### config.mk
export PLATFORM = sky130hd
export DESIGN_NAME = utf16_to_utf8_transcoder_unit
export DESIGN_NICKNAME = d
export VERILOG_FILES = /design/src/sv/utt_pkg.sv /design/src/sv/utt_front.sv /design/src/sv/utt_queue.sv /design/src/sv/utt_back.sv /design/src/sv/utf16_to_utf8_transcoder_unit.sv
export SDC_FILE = /design/constraint.sdc
export NUM_CORES = 1
export LEC_CHECK = 0
export BUFFER_PORTS_ARGS = -buffer_cell sky130_fd_sc_hd__buf_2
export CAP_MARGIN = 20
export CORE_MARGIN = 1
export CORE_UTILIZATION = 50
export CTS_BUF_LIST = sky130_fd_sc_hd__clkbuf_8
export CTS_CLUSTER_DIAMETER = 60
export CTS_CLUSTER_SIZE = 28
export DETAILED_ROUTE_END_ITERATION = 12
export HOLD_SLACK_MARGIN = 0.08
export PLACE_DENSITY = 0.67
export SLEW_MARGIN = 10
export SYNTH_ARGS = -nofsm -noshare
export SYNTH_HDL_FRONTEND = slang
export SYNTH_SLANG_ARGS = --single-unit
### constraint.sdc
create_clock -name clk -period 6 [get_ports clk]
set_clock_uncertainty 0.2 [all_clocks]
set_input_delay 0.6 -clock clk [delete_from_list [all_inputs] [get_ports clk]]
set_output_delay 0.6 -clock clk [all_outputs]
set_load 0.02 [all_outputs]
### src/sv/utt_pkg.sv
// Shared types, constants and the UTF-8 byte formatter for the UTF-16 to UTF-8 transcoder.
package utt_pkg;

    typedef enum logic [1:0] {
        ST_DATA = 2'd0,
        ST_SURR = 2'd1,
        ST_NUL  = 2'd2
    } status_t;

    typedef struct packed {
        logic [15:0] code_unit;
        logic        unit_last;
    } in_item_t;

    typedef struct packed {
        logic [7:0] out_byte;
        status_t    status;
        logic       byte_last;
    } out_item_t;

    typedef struct packed {
        logic [20:0] cp;
        logic [1:0]  top;
        status_t     status;
        logic        last;
    } job_t;

    localparam logic [5:0]  SURR_HI_TAG = 6'b110110;
    localparam logic [5:0]  SURR_LO_TAG = 6'b110111;
    localparam logic [20:0] SUPP_BASE   = 21'h10000;
    localparam logic [15:0] LIM_1B      = 16'h0080;
    localparam logic [15:0] LIM_2B      = 16'h0800;
    localparam logic [7:0]  LEAD_2      = 8'hC0;
    localparam logic [7:0]  LEAD_3      = 8'hE0;
    localparam logic [7:0]  LEAD_4      = 8'hF0;
    localparam logic [7:0]  CONT        = 8'h80;

    function automatic logic [7:0] utf8_byte(input logic [20:0] cp, input logic [1:0] top,
                                             input logic [1:0] idx);
        logic [7:0] b;
        case (top)
            2'd0: b = cp[7:0];
            2'd1:
            begin
                case (idx)
                    2'd0:    b = LEAD_2 | {3'b000, cp[10:6]};
                    default: b = CONT | {2'b00, cp[5:0]};
                endcase
            end
            2'd2:
            begin
                case (idx)
                    2'd0:    b = LEAD_3 | {4'b0000, cp[15:12]};
                    2'd1:    b = CONT | {2'b00, cp[11:6]};
                    default: b = CONT | {2'b00, cp[5:0]};
                endcase
            end
            default:
            begin
                case (idx)
                    2'd0:    b = LEAD_4 | {5'b00000, cp[20:18]};
                    2'd1:    b = CONT | {2'b00, cp[17:12]};
                    2'd2:    b = CONT | {2'b00, cp[11:6]};
                    default: b = CONT | {2'b00, cp[5:0]};
                endcase
            end
        endcase
        return b;
    endfunction

endpackage

### src/sv/utt_front.sv
// Front end: accepts code units, pairs surrogates, classifies errors and issues encode jobs.
module utt_front import utt_pkg::*; (
    input  logic     clk,
    input  logic     rst_n,
    input  logic     cfg_valid,
    output logic     cfg_ready,
    input  logic     cfg_data,
    input  logic     accept,
    input  in_item_t item,
    output logic     job_push,
    output job_t     job
);

    logic       reject_nul_reg;
    logic       pend_reg;
    logic       pend_next;
    logic [9:0] held_reg;
    logic [9:0] held_next;
    logic       disc_reg;
    logic       disc_next;
    logic       err_hit;
    status_t    err_st;
    logic [15:0] cu;
    logic        last;

    assign cfg_ready = 1'b1;
    assign cu        = item.code_unit;
    assign last      = item.unit_last;

    always_comb
    begin
        job       = '0;
        job_push  = 1'b0;
        pend_next = pend_reg;
        held_next = held_reg;
        disc_next = disc_reg;
        err_hit   = 1'b0;
        err_st    = ST_SURR;
        if (accept)
        begin
            if (disc_reg)
            begin
                if (last)
                begin
                    disc_next = 1'b0;
                end
            end
            else if (pend_reg)
            begin
                pend_next = 1'b0;
                held_next = '0;
                if (cu[15:10] != SURR_LO_TAG)
                begin
                    err_hit = 1'b1;
                    err_st  = ST_SURR;
                end
                else
                begin
                    job_push = 1'b1;
                    job.cp   = SUPP_BASE + {1'b0, held_reg, cu[9:0]};
                    job.top  = 2'd3;
                    job.last = last;
                end
            end
            else if (cu == 16'h0000 && reject_nul_reg)
            begin
                err_hit = 1'b1;
                err_st  = ST_NUL;
            end
            else if (cu[15:10] == SURR_HI_TAG)
            begin
                if (last)
                begin
                    err_hit = 1'b1;
                    err_st  = ST_SURR;
                end
                else
                begin
                    held_next = cu[9:0];
                    pend_next = 1'b1;
                end
            end
            else if (cu[15:10] == SURR_LO_TAG)
            begin
                err_hit = 1'b1;
                err_st  = ST_SURR;
            end
            else
            begin
                job_push = 1'b1;
                job.cp   = {5'b00000, cu};
                job.top  = (cu < LIM_1B) ? 2'd0 : ((cu < LIM_2B) ? 2'd1 : 2'd2);
                job.last = last;
            end
            if (err_hit)
            begin
                job_push   = 1'b1;
                job.cp     = '0;
                job.top    = 2'd0;
                job.status = err_st;
                job.last   = 1'b1;
                disc_next  = !last;
            end
        end
    end

    always_ff @(posedge clk or negedge rst_n)
    begin
        if (!rst_n)
        begin
            reject_nul_reg <= 1'b1;
            pend_reg       <= 1'b0;
            held_reg       <= '0;
            disc_reg       <= 1'b0;
        end
        else
        begin
            if (cfg_valid && cfg_ready)
            begin
                reject_nul_reg <= cfg_data;
            end
            pend_reg <= pend_next;
            held_reg <= held_next;
            disc_reg <= disc_next;
        end
    end

endmodule

### src/sv/utt_queue.sv
// Job queue between the front end and the byte emitter.
module utt_queue import utt_pkg::*; #(
    parameter int DEPTH = 4
) (
    input  logic clk,
    input  logic rst_n,
    input  logic q_push,
    input  job_t q_wdata,
    output logic q_full,
    input  logic q_pop,
    output job_t q_rdata,
    output logic q_empty
);

    localparam int PTR_W = (DEPTH > 1) ? $clog2(DEPTH) : 1;
    localparam int CNT_W = $clog2(DEPTH + 1);
    localparam logic [PTR_W-1:0] PTR_MAX = PTR_W'(DEPTH - 1);
    localparam logic [CNT_W-1:0] CNT_MAX = CNT_W'(DEPTH);

    job_t             mem [DEPTH];
    logic [PTR_W-1:0] wr_ptr_reg;
    logic [PTR_W-1:0] wr_ptr_next;
    logic [PTR_W-1:0] rd_ptr_reg;
    logic [PTR_W-1:0] rd_ptr_next;
    logic [CNT_W-1:0] cnt_reg;
    logic [CNT_W-1:0] cnt_next;
    logic             do_push;
    logic             do_pop;

    assign q_full  = (cnt_reg == CNT_MAX);
    assign q_empty = (cnt_reg == '0);
    assign q_rdata = mem[rd_ptr_reg];
    assign do_push = q_push && !q_full;
    assign do_pop  = q_pop && !q_empty;

    always_comb
    begin
        wr_ptr_next = wr_ptr_reg;
        rd_ptr_next = rd_ptr_reg;
        cnt_next    = cnt_reg;
        if (do_push)
        begin
            wr_ptr_next = (wr_ptr_reg == PTR_MAX) ? '0 : wr_ptr_reg + 1'b1;
        end
        if (do_pop)
        begin
            rd_ptr_next = (rd_ptr_reg == PTR_MAX) ? '0 : rd_ptr_reg + 1'b1;
        end
        if (do_push && !do_pop)
        begin
            cnt_next = cnt_reg + 1'b1;
        end
        else if (do_pop && !do_push)
        begin
            cnt_next = cnt_reg - 1'b1;
        end
    end

    always_ff @(posedge clk)
    begin
        if (do_push)
        begin
            mem[wr_ptr_reg] <= q_wdata;
        end
    end

    always_ff @(posedge clk or negedge rst_n)
    begin
        if (!rst_n)
        begin
            wr_ptr_reg <= '0;
            rd_ptr_reg <= '0;
            cnt_reg    <= '0;
        end
        else
        begin
            wr_ptr_reg <= wr_ptr_next;
            rd_ptr_reg <= rd_ptr_next;
            cnt_reg    <= cnt_next;
        end
    end

endmodule

### src/sv/utt_back.sv
// Back end: emits job UTF-8 bytes one per cycle into out_reg while empty or popped.
module utt_back import utt_pkg::*; (
    input  logic      clk,
    input  logic      rst_n,
    input  logic      q_empty,
    input  job_t      q_rdata,
    output logic      q_pop,
    input  logic      pop,
    output logic      empty,
    output out_item_t result
);

    logic      busy_reg;
    logic      busy_next;
    job_t      job_reg;
    job_t      job_next;
    logic [1:0] idx_reg;
    logic [1:0] idx_next;
    logic      out_valid_reg;
    logic      out_valid_next;
    out_item_t out_reg;
    out_item_t out_next;
    logic      can_emit;
    logic      emit;
    logic      done;
    logic      load;

    assign can_emit = !out_valid_reg || pop;
    assign emit     = busy_reg && can_emit;
    assign done     = emit && (idx_reg == job_reg.top);
    assign load     = !q_empty && (!busy_reg || done);
    assign q_pop    = load;
    assign empty    = !out_valid_reg;
    assign result   = out_reg;

    always_comb
    begin
        busy_next      = busy_reg;
        job_next       = job_reg;
        idx_next       = idx_reg;
        out_valid_next = out_valid_reg;
        out_next       = out_reg;
        if (emit)
        begin
            out_valid_next     = 1'b1;
            out_next.out_byte  = utf8_byte(job_reg.cp, job_reg.top, idx_reg);
            out_next.status    = job_reg.status;
            out_next.byte_last = job_reg.last && (idx_reg == job_reg.top);
            idx_next           = idx_reg + 1'b1;
        end
        else if (pop)
        begin
            out_valid_next = 1'b0;
        end
        if (done)
        begin
            busy_next = 1'b0;
        end
        if (load)
        begin
            busy_next = 1'b1;
            job_next  = q_rdata;
            idx_next  = 2'd0;
        end
    end

    always_ff @(posedge clk)
    begin
        job_reg <= job_next;
        out_reg <= out_next;
    end

    always_ff @(posedge clk or negedge rst_n)
    begin
        if (!rst_n)
        begin
            busy_reg      <= 1'b0;
            idx_reg       <= 2'd0;
            out_valid_reg <= 1'b0;
        end
        else
        begin
            busy_reg      <= busy_next;
            idx_reg       <= idx_next;
            out_valid_reg <= out_valid_next;
        end
    end

endmodule

### src/sv/utf16_to_utf8_transcoder_unit.sv
// Path: an accepted unit goes into the job queue, then the back end's job register, then the
// result register. The front end accepts one unit per cycle while the queue is not full; the
// byte emitter sends one byte a cycle while the output is empty or being popped. A code point
// yields one to four bytes; a held high surrogate or a discarded unit produces no byte.
// Reset: rst_n clears pairing, discard and queue state, empties the output; reject_nul is 1.
module utf16_to_utf8_transcoder_unit import utt_pkg::*; #(
    parameter int QUEUE_DEPTH = 4
) (
    input  logic      clk,
    input  logic      rst_n,
    input  logic      cfg_valid,
    output logic      cfg_ready,
    input  logic      cfg_data,
    input  logic      push,
    output logic      full,
    input  in_item_t  utf16_word,
    input  logic      pop,
    output logic      empty,
    output out_item_t utf8_beat
);

    logic q_full;
    logic q_empty;
    logic q_push;
    logic q_pop;
    job_t q_wdata;
    job_t q_rdata;

    assign full = q_full;

    utt_front u_front (
        .clk      (clk),
        .rst_n    (rst_n),
        .cfg_valid(cfg_valid),
        .cfg_ready(cfg_ready),
        .cfg_data (cfg_data),
        .accept   (push && !q_full),
        .item     (utf16_word),
        .job_push (q_push),
        .job      (q_wdata)
    );

    utt_queue #(.DEPTH(QUEUE_DEPTH)) u_queue (
        .clk    (clk),
        .rst_n  (rst_n),
        .q_push (q_push),
        .q_wdata(q_wdata),
        .q_full (q_full),
        .q_pop  (q_pop),
        .q_rdata(q_rdata),
        .q_empty(q_empty)
    );

    utt_back u_back (
        .clk    (clk),
        .rst_n  (rst_n),
        .q_empty(q_empty),
        .q_rdata(q_rdata),
        .q_pop  (q_pop),
        .pop    (pop),
        .empty  (empty),
        .result (utf8_beat)
    );

endmodule

==> impl_summary.md <==
Floorplanning
The floorplan step defined a die boundary enclosing between 10000 and 15000 um^2. Once the floorplan was initialized, standard cells occupied 51.9% of the core. After floorplanning, the core was divided into between 40 and 50 placement rows. The vertical die dimension is approximately 120 um. The floorplan step set the die width to roughly 120 um. The placeable core region is between 10000 and 15000 um^2. 37 I/O pins were placed.

Cells and area
In the layout the commonest cells are edfxtp_1, buf_2, mux4_2. 0 antenna diodes ended up in the layout. The share of layout cells above drive strength 1 is a little under a quarter. The area of all placed cells without fillers is just under 8000 um^2.

For this run, the post-layout net count is approximately 510. After the flow finishes, the layout carries non-filler instances totaling 655. The register with the most flip-flops in the layout has 104 of them. From synthesis to final layout, the design area changed by 12.0%. The commonest non-fill, non-tap cell in the layout is edfxtp_1.

Critical path
Data on the critical path is required at its endpoint by a little over 6000 ps. The critical path is of the reg -> reg type. The number of cells traversed by the worst register-to-register path is 9. Walking the worst path, the cells encountered are nor3b_1 > or3_1 > a21oi_2 > ha_1 > inv_1 > fa_1 > xor2_1 > nor2_1 > xor2_1. The terminus of the critical flop-to-flop path is u_queue.cnt_reg[2]$_DFFE_PN0P_.

STA classifies the critical path startpoint as a flop. The cell type with the highest occurrence count on the critical path is xor2_1. For this design, the slowest cell found on the critical path is or3_1. In this design, the stage delay of the slowest critical-path cell is 570 ps.

In this run the worst path has a maximum fanout of 16. The reg-to-reg setup timing slack is between 2000 and 3000 ps. The beginning of the critical path is u_queue.cnt_reg[2]$_DFFE_PN0P_. The most critical setup path has its endpoint at u_queue.cnt_reg[2]$_DFFE_PN0P_. In this run the critical register-to-register path is launched from u_queue.cnt_reg[2]$_DFFE_PN0P_.

The nature of the critical path endpoint is a flop. The data arrival time of the critical path is 3180 ps.

Drt
For this block, the initial DRC count from the detailed router was 347. For this block, the via count after detailed routing is roughly 3700. For this block, the routed nets add up to ~12000 um of wire. Dividing the detail-routed via count by the number of cells gives 5.72.

For this run, design rule violations remaining after detail routing come to 0. After detailed routing, the average wire length per cell comes to roughly 19 um. The iteration count of the initial detailed-routing pass is 5.

The residual antenna-violating net count after detailed routing is 0.

Global route
The number of global-route vias before repair was between 3000 and 4000. The total global-route track usage is between 10% and 20%. The first global-routing pass estimated between 15000 and 20000 um of wire.

Entering global routing, the biggest net connects 31 pins. The initial antenna violation count is 0. Summed over all layers, the global routing overflow is 0.

Pwr
The largest voltage drop on the vdd net is between 0.0002 and 0.00025 V. The power per cell area is 466 nW/um^2. For this design the static power due to leakage is about 0.0028 uW. The sum of internal, switching and leakage power is roughly 3600 uW.

Timing
The transition at the pin with the smallest max-transition slack is ~960 ps. The final clock period utilization by the worst path is roughly half. The worst max-slew margin expressed relative to the limit is 35.8%. The number of endpoints with negative hold slack in the final report was 0. Setup violations remaining at the end of the flow were counted as 0. Setup repair after global routing left no endpoint under its margin. The maximum clock frequency is 332 MHz.

The number of slew-limit violations in the final report is 0. The time the final worst path needs with I/O delays and setup is ~3000 ps. Setup total negative slack on the finished layout was measured at 0 ps.

After layout, the worst setup slack is roughly 3000 ps.

Logic synthesis
The count of cell types in the netlist is 55. The number of warnings reported in the yosys synthesis log is 0. Of all flip-flops after synthesis, the portion carrying an async set or reset was ~15%. The post-synthesis area per instance is around 16 um^2. The post-synthesis register bit count is approximately 170. Among all flip-flop cells after synthesis, the most frequent one is edfxtp_1.

The net count after synthesis is between 400 and 500. The number of enable flip-flop cells after synthesis is ~140. After synthesis, flip-flops and latches occupy a little over two thirds of the total area. The synthesized netlist cell count is 420. The cell area after synthesis is ~7000 um^2.

Placed design
After detailed placement, the total cell area comes to about 7300 um^2. At the end of routability-driven placement, the weighted congestion stood at roughly 0.91. The placed instance count is between 600 and 700. The setup slack after placement is 2820 ps. After legalization and detailed placement, the total HPWL measured slightly above 8000 um. In this run the tool buffered the top-level ports with 35 buffer cells.

Clock tree
In this run, CTS created clock tree buffers numbering 17. The maximum buffer depth of the clock tree is 2. Clock latency on the worst-skew pair, taken at its later pin, is around 450 ps. The count of H-tree levels built during CTS is 4.

The clock drives ~170 sinks. The post-cts resize count is 0. TritonCTS built the clock tree. After clock tree synthesis, the clock-pin slew on the worst setup and hold paths is 80 ps. Clock tree synthesis selected as its root buffer the cell clkbuf_8.

Run
Across the run, the number of max-cap violations was 0.

Outcome
The flow ran to the end, and the final reports show no timing, DRC or antenna violations.

Worst hold path
The path class of the lowest-slack min-delay path is in -> reg. Along the worst hold path, the cell count comes to 2.
==> worst max-delay path, delay by kind of cell, from the launching register on <==
kind	cells	cell delay, ps
buf+inv	1	60
xor+xnor	2	320
flops	1	420
simple gates	3	890
fa+ha+maj	2	630
compound gates	1	410
==> power by group <==
| group | leakage, uW | total [uW] | switching, uW | internal (uW) |
|---|---|---|---|---|
| clock | 0.000211 | 827 | 379 | 448 |
| sequential | 0.00163 | 1740 | 114 | 1630 |
| combinational | 0.000955 | 1040 | 594 | 446 |
| total | 0.00280 | 3610 | 1090 | 2520 |
==> per-stage QoR <==
stage	hold slack, ps	util [%]
finish	188	58.1
CTS	157	57.9
detailed placement	210	54.7
global route	162	58.1
floorplan	104	-
global placement	210	54.7
==> layer usage <==
layer	global-route usage [%]	part of all wire (%)	vias to the layer above	wire length (um)
li1	-	-	1739	-
met1	23.9	44	1864	5480
met3	4.09	4.0	22	489
met4	8.20	2.3	0	280
met2	31.6	50	122	6130
met5	0	0	-	0
==> synth_stat cells, drive strengths merged (3+ instances only) <==
cell type	count	area (um^2)
nand2b	7	43.8
a31oi	6	37.5
and2	6	37.5
nand3	5	25.0
clkbuf	9	33.8
nor3b	4	30.0
dfrtp	23	576
o211ai	3	22.5
nor2b	4	25.0
a22o	11	96.3
nor2	12	45.0
inv	25	93.8
mux4	26	586
mux2	7	78.8
xnor2	3	26.3
a32oi	4	35.0
nor3	17	85.1
ha	16	200
a222oi	3	30.0
nand2	17	63.8
a21oi	11	58.8
o21ai	15	75.1
buf	6	32.5
xor2	5	43.8
edfxtp	141	4230
==> worst min-delay path by stage <==
stage,startpoint,end,slack [ps]
final,cfg_data,u_front.reject_nul_reg$_DFFE_PN1P_,190
after global routing,cfg_data,u_front.reject_nul_reg$_DFFE_PN1P_,160
after CTS,cfg_data,u_front.reject_nul_reg$_DFFE_PN1P_,160
after detailed placement,u_back.job_reg[2]$_DFFE_PP_,u_back.result[2]$_DFFE_PP_,210
after global placement,u_back.job_reg[1]$_DFFE_PP_,u_back.result[1]$_DFFE_PP_,210
after floorplan,rst_n,u_back.busy_reg$_DFFE_PN0P_,100
==> repair_timing <==
item	CTS	global route
buffers inserted	0	0
hold buffers	1	0
hold endpoints to repair	23	0
==> cells by family after synthesis <==
| kind of cell | synth area share [%] |
|---|---|
| DFF | 69.9 |
| muxes | 9.74 |
| adders and majority gates | 3.18 |
| AOI/OAI and AO/OA | 7.03 |
| and+or+nand+nor | 6.80 |
| other | 0.0542 |
| buffers and inverters | 2.31 |
| xor gates and xnor gates | 1.01 |
==> area by class of cell <==
type,instances,area (um^2)
clock inverters,14,185
inverters,25,93.8
fillers,1013,5600
well taps,176,220
multi-input cells,215,1930
flip-flops and latches,165,4840
clock buffers,17,234
repair buffers,43,258
Power figures use the tool's default switching activity.
